`src/sv/lts_pkg.sv`:
```
// Shared types, character codes and helper functions of the line tokenizer.
// Depends on nothing; used by the lexer step and the top level.
package lts_pkg;

   // Deepest bracket nesting that is counted; deeper openers saturate
   localparam int MAX_NEST = 255;
   localparam int NEST_W   = $clog2(MAX_NEST + 1);

   // Character codes
   localparam logic [7:0] CH_SPACE   = 8'h20;
   localparam logic [7:0] CH_TAB     = 8'h09;
   localparam logic [7:0] CH_CR      = 8'h0D;
   localparam logic [7:0] CH_HASH    = 8'h23;
   localparam logic [7:0] CH_DQUOTE  = 8'h22;
   localparam logic [7:0] CH_SQUOTE  = 8'h27;
   localparam logic [7:0] CH_BSLASH  = 8'h5C;
   localparam logic [7:0] CH_LBRACE  = 8'h7B;
   localparam logic [7:0] CH_LSQUARE = 8'h5B;
   localparam logic [7:0] CH_LPAREN  = 8'h28;
   localparam logic [7:0] CH_RBRACE  = 8'h7D;
   localparam logic [7:0] CH_RSQUARE = 8'h5D;
   localparam logic [7:0] CH_RPAREN  = 8'h29;

   // Lexer modes; codes above COMMENT are never reached and act as idle
   typedef enum logic [2:0] {
      LEX_IDLE    = 3'd0,
      LEX_PLAIN   = 3'd1,
      LEX_QUOTED  = 3'd2,
      LEX_BRACKET = 3'd3,
      LEX_COMMENT = 3'd4
   } lex_mode_type;

   // Bracket kinds; the spare code behaves as a round bracket
   typedef enum logic [1:0] {
      BRK_BRACE  = 2'd0,
      BRK_SQUARE = 2'd1,
      BRK_PAREN  = 2'd2,
      BRK_SPARE  = 2'd3
   } bracket_kind_type;

   // Tokenizer state carried from item to item
   typedef struct packed {
      lex_mode_type      lex_mode;
      logic [7:0]        closing_quote;
      bracket_kind_type  bracket_kind;
      logic [NEST_W-1:0] nest_depth;
      logic              escape_pending;
      logic              inside_string;
   } lex_state_type;

   // One result item
   typedef struct packed {
      logic [7:0] out_char;
      logic       has_char;
      logic       token_end;
      logic       line_done;
   } lex_result_type;

   localparam lex_state_type LEX_STATE_RESET = '{
      lex_mode:       LEX_IDLE,
      closing_quote:  8'h00,
      bracket_kind:   BRK_BRACE,
      nest_depth:     '0,
      escape_pending: 1'b0,
      inside_string:  1'b0
   };

   // Space, TAB, LF, VT, FF and CR
   function automatic logic is_space(input logic [7:0] c);
      return (c == CH_SPACE) || ((c >= CH_TAB) && (c <= CH_CR));
   endfunction

   function automatic logic [7:0] open_of_kind(input bracket_kind_type k);
      logic [7:0] r;
      unique case (k)
         BRK_BRACE:  r = CH_LBRACE;
         BRK_SQUARE: r = CH_LSQUARE;
         default:    r = CH_LPAREN;
      endcase
      return r;
   endfunction

   function automatic logic [7:0] close_of_kind(input bracket_kind_type k);
      logic [7:0] r;
      unique case (k)
         BRK_BRACE:  r = CH_RBRACE;
         BRK_SQUARE: r = CH_RSQUARE;
         default:    r = CH_RPAREN;
      endcase
      return r;
   endfunction

endpackage

```
`src/sv/lts_if.sv`:
```
// Valid/ready channel interfaces for the tokenizer's input and result items.
// Depends on nothing.
interface lts_req_if;
   logic       valid;
   logic       ready;
   logic [7:0] ch;
   logic       end_of_line;

   modport source (output valid, output ch, output end_of_line, input ready);
   modport sink   (input valid, input ch, input end_of_line, output ready);
endinterface

interface lts_rsp_if;
   logic       valid;
   logic       ready;
   logic [7:0] out_char;
   logic       has_char;
   logic       token_end;
   logic       line_done;

   modport source (output valid, output out_char, output has_char,
                   output token_end, output line_done, input ready);
   modport sink   (input valid, input out_char, input has_char,
                   input token_end, input line_done, output ready);
endinterface

```
`src/sv/lts_lexer.sv`:
```
// One tokenizer step: next state and optional result for one input item.
// Depends on lts_pkg.
module lts_lexer (
   input  logic [7:0]             ch,
   input  logic                   end_of_line,
   input  lts_pkg::lex_state_type state_cur,
   output lts_pkg::lex_state_type state_nxt,
   output logic                   result_valid,
   output lts_pkg::lex_result_type result
);

   logic [7:0] open_ch;
   logic [7:0] close_ch;
   logic       space_ch;

   assign open_ch  = lts_pkg::open_of_kind(state_cur.bracket_kind);
   assign close_ch = lts_pkg::close_of_kind(state_cur.bracket_kind);
   assign space_ch = lts_pkg::is_space(ch);

   always_comb begin
      state_nxt    = state_cur;
      result_valid = 1'b0;
      result       = '{out_char: ch, has_char: 1'b1, token_end: 1'b0, line_done: 1'b0};

      if (end_of_line) begin
         // flush: report whether a token was open, then back to reset state
         state_nxt    = lts_pkg::LEX_STATE_RESET;
         result_valid = 1'b1;
         result.out_char  = 8'h00;
         result.has_char  = 1'b0;
         result.line_done = 1'b1;
         result.token_end = (state_cur.lex_mode == lts_pkg::LEX_PLAIN) ||
                            (state_cur.lex_mode == lts_pkg::LEX_QUOTED) ||
                            (state_cur.lex_mode == lts_pkg::LEX_BRACKET);
      end else begin
         unique case (state_cur.lex_mode)
            lts_pkg::LEX_PLAIN: begin
               result_valid = 1'b1;
               if (space_ch) begin
                  state_nxt.lex_mode = lts_pkg::LEX_IDLE;
                  result.out_char    = 8'h00;
                  result.has_char    = 1'b0;
                  result.token_end   = 1'b1;
               end
            end

            lts_pkg::LEX_QUOTED: begin
               result_valid = 1'b1;
               if (state_cur.escape_pending) begin
                  state_nxt.escape_pending = 1'b0;
               end else if (ch == lts_pkg::CH_BSLASH) begin
                  state_nxt.escape_pending = 1'b1;
               end else if (ch == state_cur.closing_quote) begin
                  state_nxt.lex_mode = lts_pkg::LEX_IDLE;
                  result.token_end   = 1'b1;
               end
            end

            lts_pkg::LEX_BRACKET: begin
               result_valid = 1'b1;
               if (state_cur.inside_string) begin
                  // string inside a bracketed token: brackets not counted
                  if (state_cur.escape_pending) begin
                     state_nxt.escape_pending = 1'b0;
                  end else if (ch == lts_pkg::CH_BSLASH) begin
                     state_nxt.escape_pending = 1'b1;
                  end else if (ch == lts_pkg::CH_DQUOTE) begin
                     state_nxt.inside_string = 1'b0;
                  end
               end else begin
                  if (ch == lts_pkg::CH_DQUOTE) begin
                     state_nxt.inside_string = 1'b1;
                  end else if (ch == open_ch) begin
                     // saturating depth count
                     if (state_cur.nest_depth < lts_pkg::NEST_W'(lts_pkg::MAX_NEST))
                        state_nxt.nest_depth = state_cur.nest_depth + lts_pkg::NEST_W'(1);
                  end else if (ch == close_ch) begin
                     if (state_cur.nest_depth <= lts_pkg::NEST_W'(1)) begin
                        state_nxt.nest_depth     = '0;
                        state_nxt.lex_mode       = lts_pkg::LEX_IDLE;
                        state_nxt.escape_pending = 1'b0;
                        state_nxt.inside_string  = 1'b0;
                        result.token_end         = 1'b1;
                     end else begin
                        state_nxt.nest_depth = state_cur.nest_depth - lts_pkg::NEST_W'(1);
                     end
                  end
               end
            end

            lts_pkg::LEX_COMMENT: begin
               // rest of the line is dropped
               result_valid = 1'b0;
            end

            default: begin
               // between tokens
               state_nxt.lex_mode = lts_pkg::LEX_IDLE;
               priority if (space_ch) begin
                  result_valid = 1'b0;
               end else if (ch == lts_pkg::CH_HASH) begin
                  state_nxt.lex_mode = lts_pkg::LEX_COMMENT;
               end else begin
                  result_valid             = 1'b1;
                  state_nxt.escape_pending = 1'b0;
                  state_nxt.inside_string  = 1'b0;
                  priority if ((ch == lts_pkg::CH_DQUOTE) || (ch == lts_pkg::CH_SQUOTE)) begin
                     state_nxt.lex_mode      = lts_pkg::LEX_QUOTED;
                     state_nxt.closing_quote = ch;
                  end else if ((ch == lts_pkg::CH_LBRACE) || (ch == lts_pkg::CH_LSQUARE) ||
                               (ch == lts_pkg::CH_LPAREN)) begin
                     state_nxt.lex_mode   = lts_pkg::LEX_BRACKET;
                     state_nxt.nest_depth = lts_pkg::NEST_W'(1);
                     priority if (ch == lts_pkg::CH_LBRACE)
                        state_nxt.bracket_kind = lts_pkg::BRK_BRACE;
                     else if (ch == lts_pkg::CH_LSQUARE)
                        state_nxt.bracket_kind = lts_pkg::BRK_SQUARE;
                     else
                        state_nxt.bracket_kind = lts_pkg::BRK_PAREN;
                  end else begin
                     state_nxt.lex_mode = lts_pkg::LEX_PLAIN;
                  end
               end
            end
         endcase
      end
   end

endmodule

```
`src/sv/line_tokenizer_stream_unit.sv`:
```
// Top level of the line tokenizer: state register, result register, handshakes.
// Depends on lts_pkg, lts_if (lts_req_if, lts_rsp_if) and lts_lexer.
//
//   channel   dir  payload                                   handshake
//   req_chan  in   ch[7:0], end_of_line                      valid/ready
//   rsp_chan  out  out_char[7:0], has_char, token_end,       valid/ready
//                  line_done
//
// One item per cycle: the lexer step is a single pass from the state register
// to the result register, so an item is taken every cycle the result register
// is empty or being emptied; its result is offered on the next cycle.
// Items that give no result are taken on the same terms and leave the output alone.
// Synchronous active-high reset returns the lexer to idle and empties the output.
// A stalled result holds; input is refused only while it waits.
module line_tokenizer_stream_unit (
   input  logic             clock,
   input  logic             reset,
   lts_req_if.sink          req_chan,
   lts_rsp_if.source        rsp_chan
);

   lts_pkg::lex_state_type  state_ff;
   lts_pkg::lex_state_type  state_in;
   lts_pkg::lex_result_type result_ff;
   lts_pkg::lex_result_type result_in;
   logic                    result_valid;
   logic                    rsp_valid_ff;
   logic                    rsp_valid_in;
   logic                    req_take;

   // combinational step for the item at the port
   lts_lexer u_lexer (
      .ch           (req_chan.ch),
      .end_of_line  (req_chan.end_of_line),
      .state_cur    (state_ff),
      .state_nxt    (state_in),
      .result_valid (result_valid),
      .result       (result_in)
   );

   // accept whenever the result register is free or drains this cycle
   assign req_chan.ready = !rsp_valid_ff || rsp_chan.ready;
   assign req_take       = req_chan.valid && req_chan.ready;

   always_comb begin
      rsp_valid_in = rsp_valid_ff;
      if (rsp_chan.ready)
         rsp_valid_in = 1'b0;
      if (req_take && result_valid)
         rsp_valid_in = 1'b1;
   end

   // lexer state
   always_ff @(posedge clock) begin
      if (reset)
         state_ff <= lts_pkg::LEX_STATE_RESET;
      else if (req_take)
         state_ff <= state_in;
   end

   // result register
   always_ff @(posedge clock) begin
      if (reset)
         rsp_valid_ff <= 1'b0;
      else
         rsp_valid_ff <= rsp_valid_in;
   end

   always_ff @(posedge clock) begin
      if (req_take && result_valid)
         result_ff <= result_in;
   end

   assign rsp_chan.valid     = rsp_valid_ff;
   assign rsp_chan.out_char  = result_ff.out_char;
   assign rsp_chan.has_char  = result_ff.has_char;
   assign rsp_chan.token_end = result_ff.token_end;
   assign rsp_chan.line_done = result_ff.line_done;

`ifndef NO_ASSERTIONS
   // an accepted end of line leaves the lexer idle with no depth
   a_eol_resets: assert property (@(posedge clock) disable iff (reset)
      (req_take && req_chan.end_of_line) |=>
         (state_ff.lex_mode == lts_pkg::LEX_IDLE) && (state_ff.nest_depth == '0))
      else $error("end of line did not return lexer to idle");

   // a bracketed token always has a nonzero depth
   a_bracket_depth: assert property (@(posedge clock) disable iff (reset)
      (state_ff.lex_mode == lts_pkg::LEX_BRACKET) |-> (state_ff.nest_depth != '0))
      else $error("bracketed token with zero depth");

   // a result without a character is either a separator or a line end
   a_empty_result: assert property (@(posedge clock) disable iff (reset)
      (rsp_valid_ff && !result_ff.has_char) |->
         (result_ff.token_end || result_ff.line_done))
      else $error("empty result that ends nothing");

   // line end results carry no character
   a_line_done_char: assert property (@(posedge clock) disable iff (reset)
      (rsp_valid_ff && result_ff.line_done) |->
         (!result_ff.has_char && (result_ff.out_char == 8'h00)))
      else $error("line end result carries a character");
`endif

endmodule
```
`src/flat_wrapper.sv`:
```
// flat-port wrapper written by rule: the top's interface ports become plain ports
module line_tokenizer_stream_unit_flat 
  (clock, reset, req_chan_valid, req_chan_ch, req_chan_end_of_line, req_chan_ready, rsp_chan_valid, rsp_chan_out_char, rsp_chan_has_char, rsp_chan_token_end, rsp_chan_line_done, rsp_chan_ready);
  lts_req_if req_chan_i ();
  lts_rsp_if rsp_chan_i ();
  input  logic clock;
  input  logic reset;
  input wire logic [$bits(req_chan_i.valid)-1:0] req_chan_valid;
  input wire logic [$bits(req_chan_i.ch)-1:0] req_chan_ch;
  input wire logic [$bits(req_chan_i.end_of_line)-1:0] req_chan_end_of_line;
  output wire logic [$bits(req_chan_i.ready)-1:0] req_chan_ready;
  output wire logic [$bits(rsp_chan_i.valid)-1:0] rsp_chan_valid;
  output wire logic [$bits(rsp_chan_i.out_char)-1:0] rsp_chan_out_char;
  output wire logic [$bits(rsp_chan_i.has_char)-1:0] rsp_chan_has_char;
  output wire logic [$bits(rsp_chan_i.token_end)-1:0] rsp_chan_token_end;
  output wire logic [$bits(rsp_chan_i.line_done)-1:0] rsp_chan_line_done;
  input wire logic [$bits(rsp_chan_i.ready)-1:0] rsp_chan_ready;
  assign req_chan_i.valid = req_chan_valid;
  assign req_chan_i.ch = req_chan_ch;
  assign req_chan_i.end_of_line = req_chan_end_of_line;
  assign req_chan_ready = req_chan_i.ready;
  assign rsp_chan_valid = rsp_chan_i.valid;
  assign rsp_chan_out_char = rsp_chan_i.out_char;
  assign rsp_chan_has_char = rsp_chan_i.has_char;
  assign rsp_chan_token_end = rsp_chan_i.token_end;
  assign rsp_chan_line_done = rsp_chan_i.line_done;
  assign rsp_chan_i.ready = rsp_chan_ready;
  line_tokenizer_stream_unit u_core (.clock(clock), .reset(reset), .req_chan(req_chan_i), .rsp_chan(rsp_chan_i));
endmodule
```
`config.mk`:
```
export PLATFORM = sky130hd
export DESIGN_NAME = line_tokenizer_stream_unit_flat
export DESIGN_NICKNAME = d
export VERILOG_FILES = /design/src/sv/lts_pkg.sv /design/src/sv/lts_if.sv /design/src/sv/lts_lexer.sv /design/src/sv/line_tokenizer_stream_unit.sv /design/src/flat_wrapper.sv
export SDC_FILE = /design/constraint.sdc
export NUM_CORES = 1
export LEC_CHECK = 0
export ABC_AREA = 1
export BUFFER_PORTS_ARGS = -buffer_cell sky130_fd_sc_hd__buf_2
export CAP_MARGIN = 40
export CORE_AREA = 2 2 97 99
export CTS_BUF_LIST = sky130_fd_sc_hd__clkbuf_4 sky130_fd_sc_hd__clkbuf_8
export DETAILED_ROUTE_END_ITERATION = 8
export DIE_AREA = 0 0 99 101
export MAX_ROUTING_LAYER = met4
export PLACE_DENSITY = 0.56
export SKIP_CTS_REPAIR_TIMING = 1
export SLEW_MARGIN = 20
export SYNTH_ARGS = -nofsm -noshare
export SYNTH_HDL_FRONTEND = slang
export SYNTH_SLANG_ARGS = --single-unit
```
`constraint.sdc`:
```
create_clock -name clock -period 2.5 [get_ports clock]
set_input_delay 0.125 -clock clock [delete_from_list [all_inputs] [get_ports clock]]
set_output_delay 0.125 -clock clock [all_outputs]
set_load 0.02 [all_outputs]
```
==> metrics.txt, run 1 <==
Final Net Count=437; effective utilization at floorplan=about 28%; layout-stage area growth over the synthesis result=12.5%; Die Width=99 um; via count=approximately 2,600; slack of the worst reg-to-reg path=~390 ps; Routability Congestion=between 0.8 and 0.9; Placeable Area=~9000 sq um; Clock transition at path regs=80 ps; leakage dissipation=0.00127 uW; peak ir drop on the vdd network=~210 uV; Worst R2R Path Depth=7; crit path setup slack, layout=between 300 and 400 ps; post-route cell area=approximately 2900 sq um; fraction of registers with async set/reset=0%; data required time at the worst endpoint=~2500 ps; Worst path slowest cell=nor3_1; delay contributed by the slowest stage of the critical path=380 ps; class of the tightest hold or removal check=in -> reg; number of antenna repair diodes=0; synthesized area=~2600 sq um; capture endpoint of the worst hold path=u_core.rsp_chan.valid; count of different cell masters after synthesis=33; detailed-placement wirelength estimate=about 5.1 mm; Cells on Worst Hold Path=4; number of buffers added on ports=25; Clock Path Buffers=2; first-pass iteration count of the detailed router=4; maximum number of pins on one net before global-route repair=15; post-detailed-routing wire length=approximately 6.5 mm; transition time at the pin with the least slew margin=644 ps; Mapped Avg Cell Area=6.46 sq um; portion of the clock cycle consumed by the worst path in the final layout=84.5%; total of max-cap violations=0; highest clock frequency the design can meet=473 MHz; latest clock arrival within the worst-skew pair=290 ps; status=finished, final reports clean; max_slew headroom=56.6%; Final Skew=around 7.5 ps; global-route total usage across every layer=14.1%; final critical-path required period=about 2100 ps; final slew viol count=0; vias in the first global route=2,426; global route overflow=0; Seq cells post-synth=35; layout cell share with drive strength beyond 1=14.5%; routed wirelength normalized by instance count=12.3 um; origin of the critical flop-to-flop path=u_core.state_ff[20]; dominant synthesized flop cell=dfxtp_1; number of placement rows=35; die height=101 um; clock tree root driver cell=clkbuf_8; first-pass GRT wire length=between 10 and 15 mm; ports placed on the boundary=26; total nets after synthesis=411; Fillers=962; count of synthesis-stage warnings from yosys=0; post-detailed-route via-to-cell ratio=4.80; arrival time reported for the critical path endpoint=2080 ps; setup total negative slack=0 ps; CTS sink count=35; Mapped Cells=395; fin cells=533; class of the most critical setup path=reg -> reg; top-area cell type share of the netlist area=between 10% and 20%; Util after Layout=32.0%; critical-path cell list=inv_1, nor3_1, nor2_1, nand2_1, nor2_1, o21ai_0, inv_1; overall die area=10000 sq um; placed cell area=2780 sq um; post-route ant nets=0; number of placed instances with taps included=between 500 and 600; final hold violation count=0; number of setup violations in the final report=0; end of the worst register-to-register path=u_core.rsp_chan.token_end; EDFF count, synth=11; number of buffers created by CTS=5; number of antenna violations at the first check in global routing=0; power density over the cells=544 nW/um^2; dominant cells by area after synthesis=dfxtp_1, nand2_1, edfxtp_1; drt first-iter violations=roughly 150; RSZ-0062 raised after global routing=no; DRC errors left=0; clock tree from TritonCTS=done; library cell occupying the most area in the post-synthesis netlist=dfxtp_1; type of destination of the critical path=register; CP max FO=11; startpoint of the tightest hold check path=rsp_chan_ready; CP startpoint kind=register; number of H-tree levels=2; post-placement worst setup slack=around 440 ps; Seq/Total Area, Yosys=between 30% and 40%
-- synthesized netlist by cell type (4+ instances only) --
cell type,count
nand3_1,52
nor2_2,4
o21ai_0,17
xor2_1,5
inv_2,5
nand2_2,4
dfxtp_1,24
nand2_1,90
nand4_1,9
nor3_1,5
nand3_2,4
xnor2_1,8
nor2_1,76
a21oi_1,9
edfxtp_1,11
nor2_4,5
inv_1,41
-- worst max-delay path: cells and delay by family, from the launching register on --
family	cells	cell delay (ps)
flops	1	370
buf+inv	2	420
simple gates	4	740
compound gates	1	270
-- cell usage in the layout (no fill, tap or decap) --
cell type	n
nand2_1	90
nor2_1	76
nand3_1	52
inv_1	41
buf_2	25
dfxtp_1	24
o21ai_0	17
edfxtp_1	11
nand4_1	9
a21oi_1	9
xnor2_1	8
nor3_1	5
inv_2	5
nor2_4	5
xor2_1	5
clkbuf_8	5
nor2_2	4
nand2_2	4
nand3_2	4
o21ai_1	3
ha_1	3
nand3b_1	2
a31oi_1	2
nand2_4	2
buf_4	2
nor4_1	1
a21boi_0	1
and2_1	1
a21oi_4	1
nand3_4	1
o2111ai_1	1
clkbuf_4	1
clkinvlp_4	1
clkinv_2	1
-- sequential cells by signal, summed over array words and instances (netlist names) --
signal                     cells
u_core.state_ff               23
u_core.rsp_chan.has_char       1
u_core.rsp_chan.out_char       8
u_core.rsp_chan.line_done      1
u_core.rsp_chan.token_end      1
u_core.rsp_chan.valid          1
-- final cells by class --
| class | count | area (sq um) | share of cell area (%) |
|---|---|---|---|
| multi-input combinational | 306 | 1520 | 52.9 |
| clock buffer | 6 | 76.3 | 2.66 |
| sequential | 35 | 811 | 28.2 |
| clock inverter | 2 | 12.5 | 0.436 |
| tap | 111 | 139 | 4.84 |
| timing repair buffer | 27 | 140 | 4.88 |
| inverter | 46 | 173 | 6.01 |
-- stage by stage --
step	hold slack, ps	power [uW]
finish	130	1560
global route	155	1670
CTS	132	1580
detailed placement	442	1140
global placement	425	1140
floorplan	224	1030
-- power breakdown --
group          leakage (uW)  internal [uW]  switching [uW]
logic              0.000921            150             297
clock network     0.0000446            206             228
registers          0.000304            640            41.8
-- routing by layer --
layer / part of all wire, % / global-route usage (%)
met3: 4.0 / 2.77
met4: 1.9 / 4.85
met1: 49 / 17.5
met2: 45 / 22.9
met5: 0 / -
-- how the worst max path moves through the flow --
stage                                  end                start  slack [ps]
5_1_grt          u_core.rsp_chan.token_end  u_core.state_ff[20]         190
3_5_place_dp   u_core.rsp_chan.out_char[7]  u_core.state_ff[20]         440
4_1_cts          u_core.rsp_chan.token_end  u_core.state_ff[20]         420
3_3_place_gp   u_core.rsp_chan.out_char[6]  u_core.state_ff[20]         450
6_report         u_core.rsp_chan.token_end  u_core.state_ff[20]         390
2_1_floorplan    u_core.rsp_chan.token_end   u_core.state_ff[2]         910
-- kinds of logic (layout without fill, tap and decap cells) --
family          count (synthesis)  in the layout  share of synthesized area (%)
compound gates                 34             34                           7.45
xor+xnor                       13             13                           4.46
fa+ha+maj                       3              3                           1.47
buf+inv                        54             81                           8.68
flops                          35             35                           31.8
simple gates                  256            256                           46.2
Note: power is estimated with default switching activity, not from simulation.
==> inputs of run 2 (changes only) <==
==> constraint.sdc (replaced) <==
create_clock -name clock -period 1.95 [get_ports clock]
set_input_delay 0.0975 -clock clock [delete_from_list [all_inputs] [get_ports clock]]
set_output_delay 0.0975 -clock clock [all_outputs]
set_load 0.02 [all_outputs]
==> metrics.txt, run 2 (synthesized netlist as in run 1, its figures left out) <==
Die Width=99 um (unchanged); post-route ant nets=0 (unchanged); arrival time reported for the critical path endpoint=1910 ps (-170 ps); Placeable Area=8980 sq um (unchanged); Largest register FFs=23 (unchanged); ports placed on the boundary=26 (unchanged); total of max-cap violations=0 (unchanged); global route overflow=0 (unchanged); RSZ-0062 raised after global routing=no; number of antenna repair diodes=0 (unchanged); layout-stage area growth over the synthesis result=18.9%; number of setup violations in the final report=0 (unchanged); class of the most critical setup path=reg -> reg; Clock Path Buffers=2 (unchanged); CP max FO=7 (-4); Clock transition at path regs=80 ps (about the same); source of the critical timing path=u_core.state_ff[11]; Largest Register=u_core.state_ff; detailed-placement wirelength estimate=5.12 mm (about the same); class of the tightest hold or removal check=in -> reg; drt first-iter violations=161 (+11%); first-pass GRT wire length=11.3 mm (+2.7%); latest clock arrival within the worst-skew pair=300 ps (about the same); leakage dissipation=0.00135 uW (+6.5%); effective utilization at floorplan=28.4% (unchanged); final slew viol count=0 (unchanged); status=finished, final reports clean; Final Net Count=450 (+3.0%); final hold violation count=0 (unchanged); highest-utilization routing layer at the global route stage=met2; CP startpoint kind=register; share of total power in sequential cells=40.0% (-3.6 points); share of power burned in combinational logic=29.1% (+0.5 points); data required time at the worst endpoint=2080 ps (-390 ps); number of buffers created by CTS=5 (unchanged); final critical-path required period=1780 ps (-335 ps); final hold slack=103 ps (-27.6 ps); number of H-tree levels=2 (unchanged); number of antenna violations at the first check in global routing=0 (unchanged); portion of the clock cycle consumed by the worst path in the final layout=91.2% (+6.6 points); global-route total usage across every layer=14.4% (+0.31 points); commonest cells after routing, fill and taps aside=nand2_1, nor2_1, nand3_1; GR Util met2=22.6% (-0.31 points); CTS sink count=35 (unchanged); Util after Layout=33.8% (+1.8 points); startpoint of the tightest hold check path=rsp_chan_ready; transition time at the pin with the least slew margin=647 ps (+3.77 ps); via count=2,586 (+1.0%); power density over the cells=720 nW/um^2 (+32%); number of buffers added on ports=25 (unchanged); internal power=1430 uW (+44%); post-detailed-route via-to-cell ratio=4.74 (-1.4%); overall die area=10000 sq um (unchanged); net switching power figure=753 uW (+33%); die height=101 um (unchanged); post-detailed-routing wire length=6.72 mm (+2.6%); clock tree from TritonCTS=done; type of destination of the critical path=register; routed wirelength normalized by instance count=12.3 um (+0.17%); clock tree root driver cell=clkbuf_8; max_slew headroom=56.4% (-0.25 points); most common cell after layout, fill and taps aside=nand2_1; net switching share of the total power=34.5% (-1.8 points); first-pass iteration count of the detailed router=4 (unchanged); number of placement rows=35 (unchanged); layout cell share with drive strength beyond 1=19.1% (+4.6 points); GRT met3 Usage=2.84% (+0.069 points); met1 track utilization from global routing=18.5% (+0.97 points); DRC errors left=0 (unchanged); share of total power in the clock network=30.9% (+3.1 points); maximum number of pins on one net before global-route repair=15 (unchanged); peak ir drop on the vdd network=247 uV (+17%); highest clock frequency the design can meet=562 MHz (+19%); vias in the first global route=2,417 (-0.37%); Final Skew=14.9 ps (+7.47 ps); origin of the critical flop-to-flop path=u_core.state_ff[11]; Routability Congestion=0.926 (+3.3%)
[run 2: area by class of cell]
type                            instances  area, sq um
Fill cell                             961         5940
Clock inverter                          3         43.8
Timing Repair Buffer                   40          238
Tap cell                              111          139
Inverter                               46          173
Sequential cell                        35          813
Multi-Input combinational cell        306         1560
Clock buffer                            5         68.8
[run 2: worst max-delay path, stage by stage, from the launching register on]
cell	delay, ps
dfxtp_2	410
inv_2	80
nor2_1	190
nor2_4	70
buf_4	140
inv_1	40
nand4_1	210
nand3b_1	270
a31oi_2	190
[run 2: stage by stage]
| stage | instances | area [sq um] | total power, uW | worst slack [ps] | setup TNS [ps] |
|---|---|---|---|---|---|
| after floorplan | 395 | 2550 | 1320 | 365 | 0 |
| after global placement | 532 | 2840 | 1480 | -34.3 | -34.3 |
| after detailed placement | 532 | 2840 | 1480 | -26.8 | -59.0 |
| after CTS | 540 | 2950 | 2160 | -48.7 | -179 |
| after global routing | 546 | 3030 | 2330 | 12.7 | 0 |
| final | 546 | 3030 | 2180 | 172 | 0 |
[run 2: metal layers]
metal,share of wire (%),up-vias
li1,-,1343
met1,48,1171
met2,45,60
met3,5.4,12
met4,2.0,0
met5,0,-
[run 2: final timing paths]
check,endpoint,cells past startpoint,slack [ps]
hold reg to reg,u_core.state_ff[19],2,460
hold / removal,u_core.rsp_chan.valid,4,100
setup reg to reg,u_core.rsp_chan.token_end,8,170
setup / recovery,u_core.rsp_chan.token_end,8,170
[run 2: power groups by stage]
stage | logic, uW | clock network [uW] | registers [uW]
2_1_floorplan | 412 | 0 | 906
3_3_place_gp | 590 | 0 | 889
3_5_place_dp | 595 | 0 | 890
4_1_cts | 598 | 692 | 873
5_1_grt | 717 | 729 | 885
6_report | 636 | 675 | 874
